[config.mk]
export PLATFORM = sky130hd
export DESIGN_NAME = olr_out_flat
export DESIGN_NICKNAME = d
export VERILOG_FILES = /design/src/hdl/olr_pkg.sv /design/src/hdl/olr_if.sv /design/src/hdl/olr_out.sv /design/src/flat_wrapper.sv
export SDC_FILE = /design/constraint.sdc
export NUM_CORES = 1
export LEC_CHECK = 0
export ABC_AREA = 0
export BUFFER_PORTS_ARGS = -buffer_cell sky130_fd_sc_hd__buf_2
export CORE_MARGIN = 1.5
export CORE_UTILIZATION = 35
export CTS_BUF_LIST = sky130_fd_sc_hd__clkbuf_16
export DETAILED_ROUTE_END_ITERATION = 8
export PLACE_DENSITY_LB_ADDON = 0.05
export REMOVE_ABC_BUFFERS = 1
export SLEW_MARGIN = 20
export SYNTH_ARGS = -nofsm -noshare
export SYNTH_HDL_FRONTEND = slang
export SYNTH_SLANG_ARGS = --single-unit
export TNS_END_PERCENT = 1
[constraint.sdc]
create_clock -name clk -period 2.85 [get_ports clk]
set_clock_uncertainty 0.2 [all_clocks]
set_input_delay 0.1425 -clock clk [delete_from_list [all_inputs] [get_ports clk]]
set_output_delay 0.1425 -clock clk [all_outputs]
set_load 0.03 [all_outputs]
[src/hdl/olr_pkg.sv]
// Package for the overwrite-oldest log ring.
// Holds sizes, character codes, operation codes and the stage record type.
// No dependencies.
`default_nettype none
package olr_pkg;

	localparam int DEPTH_LOG2 = 14;
	localparam int ADDR_W     = DEPTH_LOG2;
	localparam int CNT_W      = DEPTH_LOG2 + 1;
	localparam int RING_SIZE  = 1 << DEPTH_LOG2;
	localparam int BYTE_W     = 8;
	localparam int DROP_W     = 32;
	localparam int FILL_W     = 15;

	localparam logic [BYTE_W-1:0] CH_NUL = 8'h00;
	localparam logic [BYTE_W-1:0] CH_LF  = 8'h0A;
	localparam logic [BYTE_W-1:0] CH_CR  = 8'h0D;

	typedef enum logic {
		FUNC_APPEND = 1'b0,
		FUNC_DRAIN  = 1'b1
	} olr_func_t;

	typedef struct packed {
		logic              hit;
		logic [BYTE_W-1:0] data;
		logic [DROP_W-1:0] drop;
		logic [CNT_W-1:0]  fill;
	} olr_stage_t;

	function automatic logic [FILL_W-1:0] fill_out(input logic [CNT_W-1:0] v);
		return FILL_W'(v);
	endfunction

endpackage
`default_nettype wire

[src/hdl/olr_if.sv]
// Channel interfaces for the log ring: command items in, result items out.
// Depends on olr_pkg for field widths.
`default_nettype none


interface olr_res_if;
	import olr_pkg::*;
	logic              valid;
	logic              ready;
	logic              out_valid;
	logic [BYTE_W-1:0] out_byte;
	logic              last_of_run;
	logic [DROP_W-1:0] dropped_total;
	logic [FILL_W-1:0] fill_level;
	modport source (output valid, out_valid, out_byte, last_of_run, dropped_total,
		fill_level, input ready);
	modport sink (input valid, out_valid, out_byte, last_of_run, dropped_total,
		fill_level, output ready);
endinterface
`default_nettype wire

[src/hdl/olr_out.sv]
// Result register: expands a drained line feed into carriage return then line feed.
// Depends on olr_pkg and olr_res_if.
`default_nettype none
module olr_out (
	input  wire logic                clk,
	input  wire logic                arst_n,
	input  wire logic                stage_valid,
	input  wire olr_pkg::olr_stage_t stage,
	output logic                     pop,
	olr_res_if.source                res
);
	import olr_pkg::*;

	logic              res_valid_q;
	logic              cr_sent_q;
	logic              hit_q;
	logic [BYTE_W-1:0] byte_q;
	logic              last_q;
	logic [DROP_W-1:0] drop_q;
	logic [FILL_W-1:0] fill_q;
	logic              is_lf;
	logic              send_cr;
	logic              load;

	assign is_lf   = stage.hit && (stage.data == CH_LF);
	assign send_cr = is_lf && !cr_sent_q;
	assign load    = stage_valid && (!res_valid_q || res.ready);
	assign pop     = load && !send_cr;

	always_ff @(posedge clk or negedge arst_n) begin
		if (!arst_n) begin
			res_valid_q <= 1'b0;
			cr_sent_q   <= 1'b0;
		end else begin
			if (load) begin
				res_valid_q <= 1'b1;
				cr_sent_q   <= send_cr;
			end else if (res.ready) begin
				res_valid_q <= 1'b0;
			end
		end
	end

	always_ff @(posedge clk) begin
		if (load) begin
			hit_q  <= stage.hit;
			byte_q <= !stage.hit ? CH_NUL : (send_cr ? CH_CR : stage.data);
			last_q <= !send_cr;
			drop_q <= stage.drop;
			fill_q <= fill_out(stage.fill);
		end
	end

	assign res.valid         = res_valid_q;
	assign res.out_valid     = hit_q;
	assign res.out_byte      = byte_q;
	assign res.last_of_run   = last_q;
	assign res.dropped_total = drop_q;
	assign res.fill_level    = fill_q;

endmodule
`default_nettype wire

[src/flat_wrapper.sv]
// flat-port wrapper written by rule: the top's interface ports become plain ports
module olr_out_flat import olr_pkg::*;
  (clk, arst_n, stage_valid, stage, pop, res_valid, res_out_valid, res_out_byte, res_last_of_run, res_dropped_total, res_fill_level, res_ready);
  olr_res_if res_i ();
  input  wire logic clk;
  input  wire logic arst_n;
  input  wire logic stage_valid;
  input  wire olr_pkg::olr_stage_t stage;
  output logic pop;
  output wire logic [$bits(res_i.valid)-1:0] res_valid;
  output wire logic [$bits(res_i.out_valid)-1:0] res_out_valid;
  output wire logic [$bits(res_i.out_byte)-1:0] res_out_byte;
  output wire logic [$bits(res_i.last_of_run)-1:0] res_last_of_run;
  output wire logic [$bits(res_i.dropped_total)-1:0] res_dropped_total;
  output wire logic [$bits(res_i.fill_level)-1:0] res_fill_level;
  input wire logic [$bits(res_i.ready)-1:0] res_ready;
  assign res_valid = res_i.valid;
  assign res_out_valid = res_i.out_valid;
  assign res_out_byte = res_i.out_byte;
  assign res_last_of_run = res_i.last_of_run;
  assign res_dropped_total = res_i.dropped_total;
  assign res_fill_level = res_i.fill_level;
  assign res_i.ready = res_ready;
  olr_out u_core (.clk(clk), .arst_n(arst_n), .stage_valid(stage_valid), .stage(stage), .pop(pop), .res(res_i));
endmodule
Yosys cells after proc, flatten, opt, wreduce, memory -nomap -nowiden
Index checks and enable logic that the tools add are counted.
{"block": "word_totals", "reg_bits": 59, "inputBits": 60, "wordCells": 23}
{"block": "op_classes", "reduce_logical": 10, "n_bitwise": 1, "mux": 3, "eq_ne": 1}
{"op": "$eq 8x4->1 const B", "n": 1}
{"op": "$logic_and 1x1->1", "n": 4}
{"op": "$mux 4", "n": 1}
{"op": "$logic_not 1->1", "n": 3}
{"op": "$mux 1", "n": 2}
{"op": "$reduce_bool 2->1", "n": 1}
{"op": "$reduce_or 2->1", "n": 1}
{"op": "$logic_or 1x1->1", "n": 1}
{"op": "$not 1->1", "n": 1}

Depth between registers and ports, before layout
Gate-level depths: netlist of run 1.
{"block": "depth", "ltp_word": 5, "mapped_depth": 3}

Worst setup path before layout of run 1
OpenSTA, ideal clock, no wires.
{"block": "synth_timing", "path_kind": "register -> register", "startpoint": "register u_core.res_valid_q, in the netlist u_core.res.valid", "endpoint": "register u_core.drop_q[0], in the netlist u_core.res.dropped_total[0], enable pin", "path_stages_with_launch": 4, "required_ns": 2.239, "synth_period_minus_slack_ns": 2.430, "path_buffers": 0, "setup_time_ns": 0.411, "slack_ns": 0.420, "arrival_time_ns": 1.819, "path_cell_list": "dfrtp_1 > nand2b_1 > nand2_1 > inv_1"}
{"block": "synth_via", "elab_chain_len": 3}
{"item": "start: declaration", "line": "olr_out.sv:14", "source": "logic res_valid_q;"}
{"item": "start signal: assignment", "line": "olr_out.sv:32", "source": "res_valid_q <= 1'b0;"}
{"item": "start signal: assignment", "line": "olr_out.sv:36", "source": "res_valid_q <= 1'b1;"}
{"item": "start signal: assignment", "line": "olr_out.sv:39", "source": "res_valid_q <= 1'b0;"}
{"item": "$logic_not 1->1", "line": "olr_out.sv:27", "source": "assign load = stage_valid && (!res_valid_q || res.ready);"}
{"item": "$logic_or 1x1->1", "line": "olr_out.sv:27"}
{"item": "$logic_and 1x1->1", "line": "olr_out.sv:27"}
{"item": "via u_core.load", "line": "olr_out.sv:23", "source": "logic load;"}
{"item": "end signal: assignment", "line": "olr_out.sv:49", "source": "drop_q <= stage.drop;"}
{"item": "end: declaration", "line": "olr_out.sv:19", "source": "logic [DROP_W-1:0] drop_q;"}
The timed path passes the listed nets, and every way through them passes these cells.
A chain may end at the register's enable or synchronous reset.

Final worst setup path of run 1
{"block": "layout_timing", "startpoint": "input port stage[52] in the netlist's numbering", "endpoint": "output port pop"}
{"block": "layout_via", "elab_chain_len": 5}
{"item": "start: declaration", "line": "flat_wrapper.sv:8", "source": "input wire olr_pkg::olr_stage_t stage;"}
{"item": "$eq 8x4->1", "line": "olr_out.sv:25", "source": "assign is_lf = stage.hit && (stage.data == CH_LF);"}
{"item": "$logic_and 1x1->1", "line": "olr_out.sv:25"}
{"item": "$logic_and 1x1->1", "line": "olr_out.sv:26", "source": "assign send_cr = is_lf && !cr_sent_q;"}
{"item": "$logic_not 1->1", "line": "olr_out.sv:28", "source": "assign pop = load && !send_cr;"}
{"item": "$logic_and 1x1->1", "line": "olr_out.sv:28"}
{"item": "end: declaration", "line": "flat_wrapper.sv:9", "source": "output logic pop;"}
Every way passes these cells.

==> run_summary.xml, run 1 <==
<?xml version="1.0" encoding="UTF-8"?>
<metrics>
  <group name="finish">
    <metric name="design_area" unit="um^2">3453</metric>
    <metric name="layout-area-overhead-vs-synth" unit="%">82.42</metric>
    <metric name="final_util" unit="">0.6676</metric>
    <metric name="fillCellCount" unit="">394</metric>
    <metric name="num-nets-final" unit="">327</metric>
    <metric name="post_route_cells_drive_above_1_share" unit="">0.4963</metric>
    <metric name="antenna_diode_instance_count" unit="">0</metric>
  </group>
  <group name="yosys">
    <metric name="netlist_top_cells_count" unit="">57 x sky130_fd_sc_hd__edfxtp_1, 4 x sky130_fd_sc_hd__and2_1</metric>
    <metric name="post_synth_instance_area" unit="um^2">1893</metric>
    <metric name="synth_compound_area_frac" unit="">0.007931</metric>
    <metric name="ffs_latches_synth" unit="">59</metric>
    <metric name="synth_top_family_by_area" unit="">simple AND/OR/NAND/NOR gates</metric>
    <metric name="synth_area_leader_cell" unit="">sky130_fd_sc_hd__edfxtp_1</metric>
    <metric name="postSynthAreaPerCell" unit="um^2">24.27</metric>
    <metric name="postSynth.topFlopCell" unit="">sky130_fd_sc_hd__edfxtp_1</metric>
    <metric name="synth.area.top_cells" unit="">sky130_fd_sc_hd__edfxtp_1 90%, sky130_fd_sc_hd__dfrtp_1 2.6%, sky130_fd_sc_hd__and2_1 1.3%, sky130_fd_sc_hd__nor3_4 0.86%, sky130_fd_sc_hd__o21a_1 0.79%</metric>
    <metric name="postSynth.asyncResetShare" unit="">0.03390</metric>
    <metric name="post_synth_xor_area_fraction" unit="">0</metric>
    <metric name="synthMuxAreaShare" unit="">0.005948</metric>
    <metric name="synth_most_common_cell" unit="">sky130_fd_sc_hd__edfxtp_1</metric>
    <metric name="synth_fa_ha_area_frac" unit="">0</metric>
    <metric name="synthSimpleGateAreaFrac" unit="">0.05155</metric>
    <metric name="synth_top_cell_area_share" unit="">0.9042</metric>
    <metric name="synthesis.instances" unit="">78</metric>
    <metric name="post_synth_num_cell_types" unit="">13</metric>
    <metric name="ys.warnings.count" unit="">0</metric>
    <metric name="synth-seq-area-share" unit="">0.9306</metric>
    <metric name="synth-edff-count" unit="">57</metric>
  </group>
  <group name="clock_network">
    <metric name="tritoncts_num_sinks" unit="">59</metric>
    <metric name="clockRootBuffer" unit="">sky130_fd_sc_hd__clkbuf_16</metric>
    <metric name="cts.reportedPaths.clkPinSlew" unit="ns">0.05</metric>
    <metric name="clock_tree_from_tritoncts" unit="">done</metric>
    <metric name="h_tree_depth" unit="">3</metric>
    <metric name="clock_path_buffers" unit="">2</metric>
    <metric name="clk_lat_worst_skew" unit="ns">0.31</metric>
    <metric name="cts-buffers-inserted" unit="">9</metric>
    <metric name="count_of_cells_resized_by_post_cts_repair" unit="">0</metric>
  </group>
  <group name="routing">
    <metric name="wl_per_instance" unit="um">12.37</metric>
    <metric name="via_count" unit="">1393</metric>
    <metric name="routed_wirelength" unit="um">4205</metric>
    <metric name="drt-pass1-iter-count" unit="">4</metric>
    <metric name="drt-initial-drc-count" unit="">18</metric>
    <metric name="final_antenna_net_count" unit="">0</metric>
    <metric name="via_per_inst" unit="">4.097</metric>
    <metric name="drt_drc_violations_left" unit="">0</metric>
  </group>
  <group name="setup_path">
    <metric name="worst_r2r_startpoint" unit="">u_core.res.valid</metric>
    <metric name="rrSetupSlack" unit="ns">1.00</metric>
    <metric name="timing.critical_path.arrival" unit="ns">1.87</metric>
    <metric name="crit_path_start" unit="">stage[52]</metric>
    <metric name="critical_setup_path_class" unit="">input port to primary output</metric>
    <metric name="worst_r2r_path_depth" unit="">4</metric>
    <metric name="regToRegEndpoint" unit="">u_core.res.fill_level[9]</metric>
    <metric name="cp.required" unit="ns">2.51</metric>
    <metric name="cp-start-kind" unit="">input port</metric>
    <metric name="critical_path.endpoint_type" unit="">primary output</metric>
    <metric name="crit_fanout" unit="">6</metric>
  </group>
  <group name="grt">
    <metric name="pin_count_of_the_biggest_net_entering_global_routing" unit="">30</metric>
    <metric name="grt.met2_usage" unit="">0.2661</metric>
    <metric name="grt_first_pass_wirelength" unit="um">6520</metric>
    <metric name="number_of_antenna_violations_at_the_first_check_in_global_routing" unit="">0</metric>
    <metric name="global_route.usage.met3" unit="">0.04551</metric>
    <metric name="grt_pass1_vias" unit="">1446</metric>
    <metric name="groute.usage.overall" unit="">0.1525</metric>
    <metric name="grt_busiest_layer" unit="">met2</metric>
    <metric name="grt_total_ovfl" unit="">0</metric>
    <metric name="met1_usage" unit="">0.1581</metric>
  </group>
  <group name="power_and_ir_drop">
    <metric name="combPwrFrac" unit="">0.122</metric>
    <metric name="cellLeakagePower" unit="nW">1.482</metric>
    <metric name="power.density_cell_area" unit="nW/um^2">657.3</metric>
    <metric name="p_total" unit="mW">2.270</metric>
    <metric name="netSwitchingFraction" unit="">0.2148</metric>
    <metric name="seq_power_share" unit="">0.450</metric>
    <metric name="total_switching_power" unit="mW">0.4876</metric>
    <metric name="power.share.clock" unit="">0.429</metric>
    <metric name="vdd_drop_max" unit="mV">0.4250</metric>
    <metric name="p_int" unit="mW">1.782</metric>
  </group>
  <group name="floorplan">
    <metric name="height_of_the_die" unit="um">76.55</metric>
    <metric name="pin_count" unit="">119</metric>
    <metric name="floorplan.initialDensity" unit="">0.3660</metric>
    <metric name="core_region_area" unit="um^2">5172</metric>
    <metric name="floorplan.die.width" unit="um">76.55</metric>
    <metric name="rows" unit="">26</metric>
    <metric name="area_of_the_die" unit="um^2">5859</metric>
  </group>
  <group name="hold_path">
    <metric name="worstHoldPathType" unit="">input port to flop</metric>
    <metric name="holdPathStages" unit="">3</metric>
    <metric name="worstHoldEndpoint" unit="">u_core.res.out_byte[1]</metric>
    <metric name="worst_hold_start" unit="">stage[48]</metric>
  </group>
  <group name="placed_design">
    <metric name="port_buffers" unit="">118</metric>
    <metric name="gp_congestion" unit="">0.7049</metric>
    <metric name="dpl-instance-area" unit="um^2">2591</metric>
    <metric name="dpl.hpwl" unit="um">2714</metric>
  </group>
  <group name="run_status">
    <metric name="outcome" unit="">finished clean</metric>
  </group>
  <group name="timing">
    <metric name="unrepaired_setup_endpoints_after_global_routing" unit="">false</metric>
    <metric name="period_minus_slack" unit="ns">2.211</metric>
    <metric name="slew-limit-headroom" unit="">0.5865</metric>
    <metric name="fmax" unit="GHz">0.4523</metric>
    <metric name="period_share" unit="">0.7758</metric>
    <metric name="timing_worst_slew_pin_value" unit="ns">0.6193</metric>
    <metric name="final_hold_viol_count" unit="">0</metric>
    <metric name="final-setup-viol-count" unit="">0</metric>
    <metric name="setup_total_negative_slack" unit="ns">0</metric>
    <metric name="drv_slew" unit="">0</metric>
  </group>
  <group name="flow_run">
    <metric name="max_cap_viol_count" unit="">0</metric>
  </group>
</metrics>
## cells by family (layout without fill, tap and decap cells)
kind of cell	after synthesis	count (layout)
buffers and inverters	2	194
muxes	1	1
DFF	59	59
and+or+nand+nor	14	14
AOI/OAI and AO/OA	2	2
## cells in the final DEF (no fill, tap or decap), drive strengths merged
cell	instances
and2	5
bufinv	1
dlygate4sd3	59
nand2b	2
or4	1
buf	119
clkinv	4
nand2	2
dfrtp	2
nor3	1
o21a	2
inv	2
edfxtp	57
or4b	1
clkbuf	9
nor2	2
mux2	1
## worst max-delay path by stage
| stage | end | slack, ns | depth (start not counted) |
|---|---|---|---|
| final | pop | 0.64 | 6 |
| after global routing | pop | 0.56 | 6 |
| after CTS | pop | 0.63 | 6 |
| after detailed placement | u_core.res.dropped_total[9] | 0.99 | 4 |
| after global placement | u_core.res.fill_level[11] | 1.07 | 4 |
| after floorplan | u_core.res.dropped_total[0] | 0.42 | 3 |
## stage by stage
stage	cells	hold WS, ns	setup slack, ns
after floorplan	78	-0.3531	0.4197
after global placement	267	-0.2721	1.065
after detailed placement	267	-0.2707	0.9851
after CTS	340	0.01976	0.6288
after global routing	340	0.04492	0.5555
final	340	0.03349	0.6390
## metal layers
metal,share of wire,routed length (um),vias to the layer above
met5,0,0,-
met4,0.017,70,0
met3,0.059,250,8
met2,0.53,2247,71
met1,0.39,1637,629
li1,-,-,685
## sequential cells by signal, indices dropped and copies added (netlist names)
signal / flops
u_core.cr_sent_q: 1
u_core.res.dropped_total: 32
u_core.res.fill_level: 15
u_core.res.last_of_run: 1
u_core.res.out_byte: 8
u_core.res.out_valid: 1
u_core.res.valid: 1
## worst max-delay path: stages
cell and delay, ns:
sky130_fd_sc_hd__dlygate4sd3_1 0.53, sky130_fd_sc_hd__buf_2 0.13, sky130_fd_sc_hd__or4b_4 0.54, sky130_fd_sc_hd__nor3_4 0.28, sky130_fd_sc_hd__nor2_1 0.06, sky130_fd_sc_hd__buf_2 0.18
## area by class of cell
type | count | area [um^2] | area share
Sequential cell | 59 | 1762 | 0.5101
Timing Repair Buffer | 178 | 1201 | 0.3478
Clock buffer | 9 | 225.2 | 0.06522
Multi-Input combinational cell | 17 | 123.9 | 0.03587
Tap cell | 70 | 87.58 | 0.02536
Clock inverter | 5 | 46.29 | 0.01341
Inverter | 2 | 7.507 | 0.002174
## timing repair
action / 4_1_cts / 5_1_grt
setup buffers: 0 / 0
hold buffers: 59 / 0
setup endpoints to repair: 0 / 0
hold endpoints to repair: 58 / 0
## power groups by stage
stage,Clock (mW),Sequential [mW],Combinational (mW)
after global routing,1.03,1.02,0.293
after detailed placement,0,1.04,0.214
final,0.973,1.02,0.276
after global placement,0,1.03,0.211
after CTS,0.993,1.02,0.277
after floorplan,0,1.13,0.0262
No activity file was read; power rests on OpenSTA's default activity.
==> inputs of run 2 (changes only) <==
--- a/config.mk
+++ b/config.mk
@@ -5,7 +5,7 @@
 export SDC_FILE = /design/constraint.sdc
 export NUM_CORES = 1
 export LEC_CHECK = 0
-export ABC_AREA = 0
+export ABC_AREA = 1
 export BUFFER_PORTS_ARGS = -buffer_cell sky130_fd_sc_hd__buf_2
 export CORE_MARGIN = 1.5
 export CORE_UTILIZATION = 35
==> constraint.sdc (replaced) <==
create_clock -name clk -period 2.2 [get_ports clk]
set_clock_uncertainty 0.2 [all_clocks]
set_input_delay 0.11 -clock clk [delete_from_list [all_inputs] [get_ports clk]]
set_output_delay 0.11 -clock clk [all_outputs]
set_load 0.03 [all_outputs]
==> run_summary.xml, run 2 <==
<?xml version="1.0" encoding="UTF-8"?>
<metrics>
  <group name="grt">
    <metric name="grt_pass1_vias" unit="">1501</metric>
    <metric name="number_of_antenna_violations_at_the_first_check_in_global_routing" unit="">0</metric>
    <metric name="pin_count_of_the_biggest_net_entering_global_routing" unit="">34</metric>
    <metric name="grt_total_ovfl" unit="">0</metric>
    <metric name="grt_first_pass_wirelength" unit="um">6762</metric>
    <metric name="groute.usage.overall" unit="">0.1537</metric>
  </group>
  <group name="power_and_ir_drop">
    <metric name="total_switching_power" unit="mW">0.6640</metric>
    <metric name="netSwitchingFraction" unit="">0.2305</metric>
    <metric name="combPwrFrac" unit="">0.139</metric>
    <metric name="p_total" unit="mW">2.881</metric>
    <metric name="p_int" unit="mW">2.217</metric>
    <metric name="power.share.clock" unit="">0.397</metric>
    <metric name="vdd_drop_max" unit="mV">0.5753</metric>
    <metric name="seq_power_share" unit="">0.464</metric>
    <metric name="power.density_cell_area" unit="nW/um^2">825.9</metric>
    <metric name="cellLeakagePower" unit="nW">1.527</metric>
  </group>
  <group name="floorplan">
    <metric name="floorplan.die.width" unit="um">77.37</metric>
    <metric name="area_of_the_die" unit="um^2">5985</metric>
    <metric name="rows" unit="">26</metric>
    <metric name="floorplan.initialDensity" unit="">0.3719</metric>
    <metric name="height_of_the_die" unit="um">77.37</metric>
    <metric name="pin_count" unit="">119</metric>
    <metric name="core_region_area" unit="um^2">5205</metric>
  </group>
  <group name="clock_network">
    <metric name="clock_tree_from_tritoncts" unit="">done</metric>
    <metric name="clk_lat_worst_skew" unit="ns">0.31</metric>
    <metric name="cts.reportedPaths.clkPinSlew" unit="ns">0.05</metric>
    <metric name="cts-buffers-inserted" unit="">9</metric>
    <metric name="tritoncts_num_sinks" unit="">59</metric>
    <metric name="h_tree_depth" unit="">3</metric>
    <metric name="clock_path_buffers" unit="">2</metric>
    <metric name="cts_setup_buffers" unit="">0</metric>
    <metric name="clockRootBuffer" unit="">sky130_fd_sc_hd__clkbuf_16</metric>
  </group>
  <group name="setup_path">
    <metric name="crit_family" unit="">buffers and inverters</metric>
    <metric name="crit_fanout" unit="">4</metric>
    <metric name="cp.required" unit="ns">1.89</metric>
    <metric name="critPathMaxStageDelay" unit="ns">0.54</metric>
    <metric name="critical_path.cell_chain" unit="">dlygate4sd3_1 &gt; buf_2 &gt; nand2_1 &gt; inv_2 &gt; nand3_4 &gt; nor2_4 &gt; nor2_2 &gt; buf_2</metric>
    <metric name="rrSetupSlack" unit="ns">0.66</metric>
    <metric name="critical_path.endpoint_type" unit="">primary output</metric>
    <metric name="critical_path.most_common_cell" unit="">sky130_fd_sc_hd__buf_2</metric>
    <metric name="cp-start-kind" unit="">input port</metric>
    <metric name="timing.critical_path.arrival" unit="ns">1.38</metric>
    <metric name="critical_setup_path_class" unit="">input port to primary output</metric>
    <metric name="cp.buffers_inverters" unit="">4</metric>
    <metric name="worst_r2r_path_depth" unit="">4</metric>
    <metric name="worst_r2r_startpoint" unit="">u_core.res.valid</metric>
    <metric name="cp_slowest_cell" unit="">sky130_fd_sc_hd__dlygate4sd3_1</metric>
    <metric name="regToRegEndpoint" unit="">u_core.res.fill_level[2]</metric>
  </group>
  <group name="hold_path">
    <metric name="worst_hold_start" unit="">stage[24]</metric>
    <metric name="holdPathStages" unit="">2</metric>
    <metric name="worstHoldEndpoint" unit="">u_core.res.dropped_total[9]</metric>
    <metric name="worstHoldPathType" unit="">input port to flop</metric>
  </group>
  <group name="yosys">
    <metric name="postSynth.asyncResetShare" unit="">0.03390</metric>
    <metric name="synth.area.top_cells" unit="">sky130_fd_sc_hd__edfxtp_1 88%, sky130_fd_sc_hd__dfrtp_1 2.6%, sky130_fd_sc_hd__nor2_1 2.3%, sky130_fd_sc_hd__nor2_4 1.7%, sky130_fd_sc_hd__inv_1 1.6%</metric>
    <metric name="synth-seq-area-share" unit="">0.9101</metric>
    <metric name="synth_top_cell_area_share" unit="">0.8843</metric>
    <metric name="ffs_latches_synth" unit="">59</metric>
    <metric name="synth_area_leader_cell" unit="">sky130_fd_sc_hd__edfxtp_1</metric>
    <metric name="synth_most_common_cell" unit="">sky130_fd_sc_hd__edfxtp_1</metric>
    <metric name="synthesis.instances" unit="">93</metric>
    <metric name="postSynth.topFlopCell" unit="">sky130_fd_sc_hd__edfxtp_1</metric>
    <metric name="synth-edff-count" unit="">57</metric>
    <metric name="post_synth_num_cell_types" unit="">10</metric>
    <metric name="post_synth_instance_area" unit="um^2">1936</metric>
    <metric name="postSynthAreaPerCell" unit="um^2">20.81</metric>
    <metric name="netlist_top_cells_count" unit="">57 x sky130_fd_sc_hd__edfxtp_1, 12 x sky130_fd_sc_hd__nor2_1, 8 x sky130_fd_sc_hd__inv_1</metric>
    <metric name="ys.warnings.count" unit="">0</metric>
  </group>
  <group name="timing">
    <metric name="fmax" unit="GHz">0.5902</metric>
    <metric name="period_minus_slack" unit="ns">1.694</metric>
    <metric name="drv_slew" unit="">0</metric>
    <metric name="unrepaired_setup_endpoints_after_global_routing" unit="">false</metric>
    <metric name="slew-limit-headroom" unit="">0.7356</metric>
    <metric name="final-setup-viol-count" unit="">0</metric>
    <metric name="final_hold_viol_count" unit="">0</metric>
    <metric name="period_share" unit="">0.7702</metric>
    <metric name="timing_worst_slew_pin_value" unit="ns">0.3966</metric>
    <metric name="setup_total_negative_slack" unit="ns">0</metric>
  </group>
  <group name="finish">
    <metric name="post_route_cells_drive_above_1_share" unit="">0.4965</metric>
    <metric name="antenna_diode_instance_count" unit="">0</metric>
    <metric name="num-nets-final" unit="">345</metric>
    <metric name="number_of_flip_flops_in_the_largest_register" unit="">32</metric>
    <metric name="mostFrequentLayoutCells" unit="">118 x sky130_fd_sc_hd__buf_2, 61 x sky130_fd_sc_hd__dlygate4sd3_1, 57 x sky130_fd_sc_hd__edfxtp_1, 12 x sky130_fd_sc_hd__nor2_1, 9 x sky130_fd_sc_hd__clkbuf_16</metric>
    <metric name="layout.cells.most_common" unit="">sky130_fd_sc_hd__buf_2</metric>
    <metric name="fillCellCount" unit="">416</metric>
    <metric name="layout-area-overhead-vs-synth" unit="%">80.22</metric>
  </group>
  <group name="routing">
    <metric name="drt-pass1-iter-count" unit="">4</metric>
    <metric name="routed_wirelength" unit="um">4294</metric>
    <metric name="drt_drc_violations_left" unit="">0</metric>
    <metric name="wl_per_instance" unit="um">11.99</metric>
    <metric name="via_per_inst" unit="">4.008</metric>
    <metric name="final_antenna_net_count" unit="">0</metric>
    <metric name="via_count" unit="">1435</metric>
    <metric name="drt-initial-drc-count" unit="">48</metric>
  </group>
  <group name="placed_design">
    <metric name="gp_congestion" unit="">0.6721</metric>
    <metric name="dpl.hpwl" unit="um">2744</metric>
    <metric name="port_buffers" unit="">118</metric>
  </group>
  <group name="flow_run">
    <metric name="max_cap_viol_count" unit="">0</metric>
  </group>
  <group name="run_status">
    <metric name="outcome" unit="">finished clean</metric>
  </group>
</metrics>
==> run 2: cell types whose count changed in the layout (fill, tap and decap cells not counted), sizes merged, moves of 2 or more <==
cell	change
and2	-5
dlygate4sd3	+2
inv	+9
nand2	+3
nand2b	-2
nor2	+15
o21a	-2
==> run 2: stage by stage <==
stage	util	area (um^2)	cells	hold slack (ns)	setup WS (ns)
5_1_grt	0.6702	3488	358	0.2924	0.4112
2_1_floorplan	-	1936	93	-0.3856	-0.2403
6_report	0.6702	3488	358	0.3036	0.5056
3_5_place_dp	0.5050	2629	283	-0.2980	0.6530
4_1_cts	0.6702	3488	358	0.2927	0.5033
3_3_place_gp	0.5050	2629	283	-0.3034	0.6977
==> run 2: how the worst max path moves through the flow <==
stage / from / endpoint / depth (start not counted)
floorplan: u_core.res.valid / u_core.res.dropped_total[0] / 3
global placement: u_core.res.valid / u_core.res.dropped_total[2] / 4
detailed placement: u_core.res.valid / u_core.res.fill_level[13] / 4
CTS: stage[55] / pop / 8
global route: stage[55] / pop / 8
finish: stage[55] / pop / 8
==> run 2: area by class of cell <==
cell class	instances	area (um^2)	area share
flip-flops and latches	59	1762	0.5050
repair buffers	181	1216	0.3486
clock buffers	9	225.2	0.06456
multi-input cells	24	136.4	0.03910
well taps	70	87.58	0.02511
inverters	10	37.54	0.01076
clock inverters	5	23.77	0.006815
==> run 2: logic make-up after synthesis <==
kind of cell           count (synthesis)  share of synthesized area
and+or+nand+nor                       23                    0.06593
AOI/OAI and AO/OA                      1                   0.004526
DFF                                   59                     0.9101
buffers and inverters                 10                    0.01939
==> run 2: power by group through the flow <==
stage | Clock, mW | Sequential, mW | Combinational [mW]
floorplan | 0 | 1.50 | 0.0472
global placement | 0 | 1.36 | 0.312
detailed placement | 0 | 1.36 | 0.316
CTS | 1.17 | 1.34 | 0.402
global route | 1.22 | 1.34 | 0.428
finish | 1.14 | 1.34 | 0.400
==> run 2: per-layer routing <==
layer	vias up	part of all wire	track usage
met3	6	0.077	0.05882
met2	63	0.55	0.2763
li1	719	-	-
met1	647	0.36	0.1436
met5	-	0	0
met4	0	0.014	0.1000
==> run 2: what timing repair did <==
item,CTS,global route
setup endpoints to repair,0,0
endpoints found under the hold margin,60,0
resized for setup,0,0
hold buffers,61,0
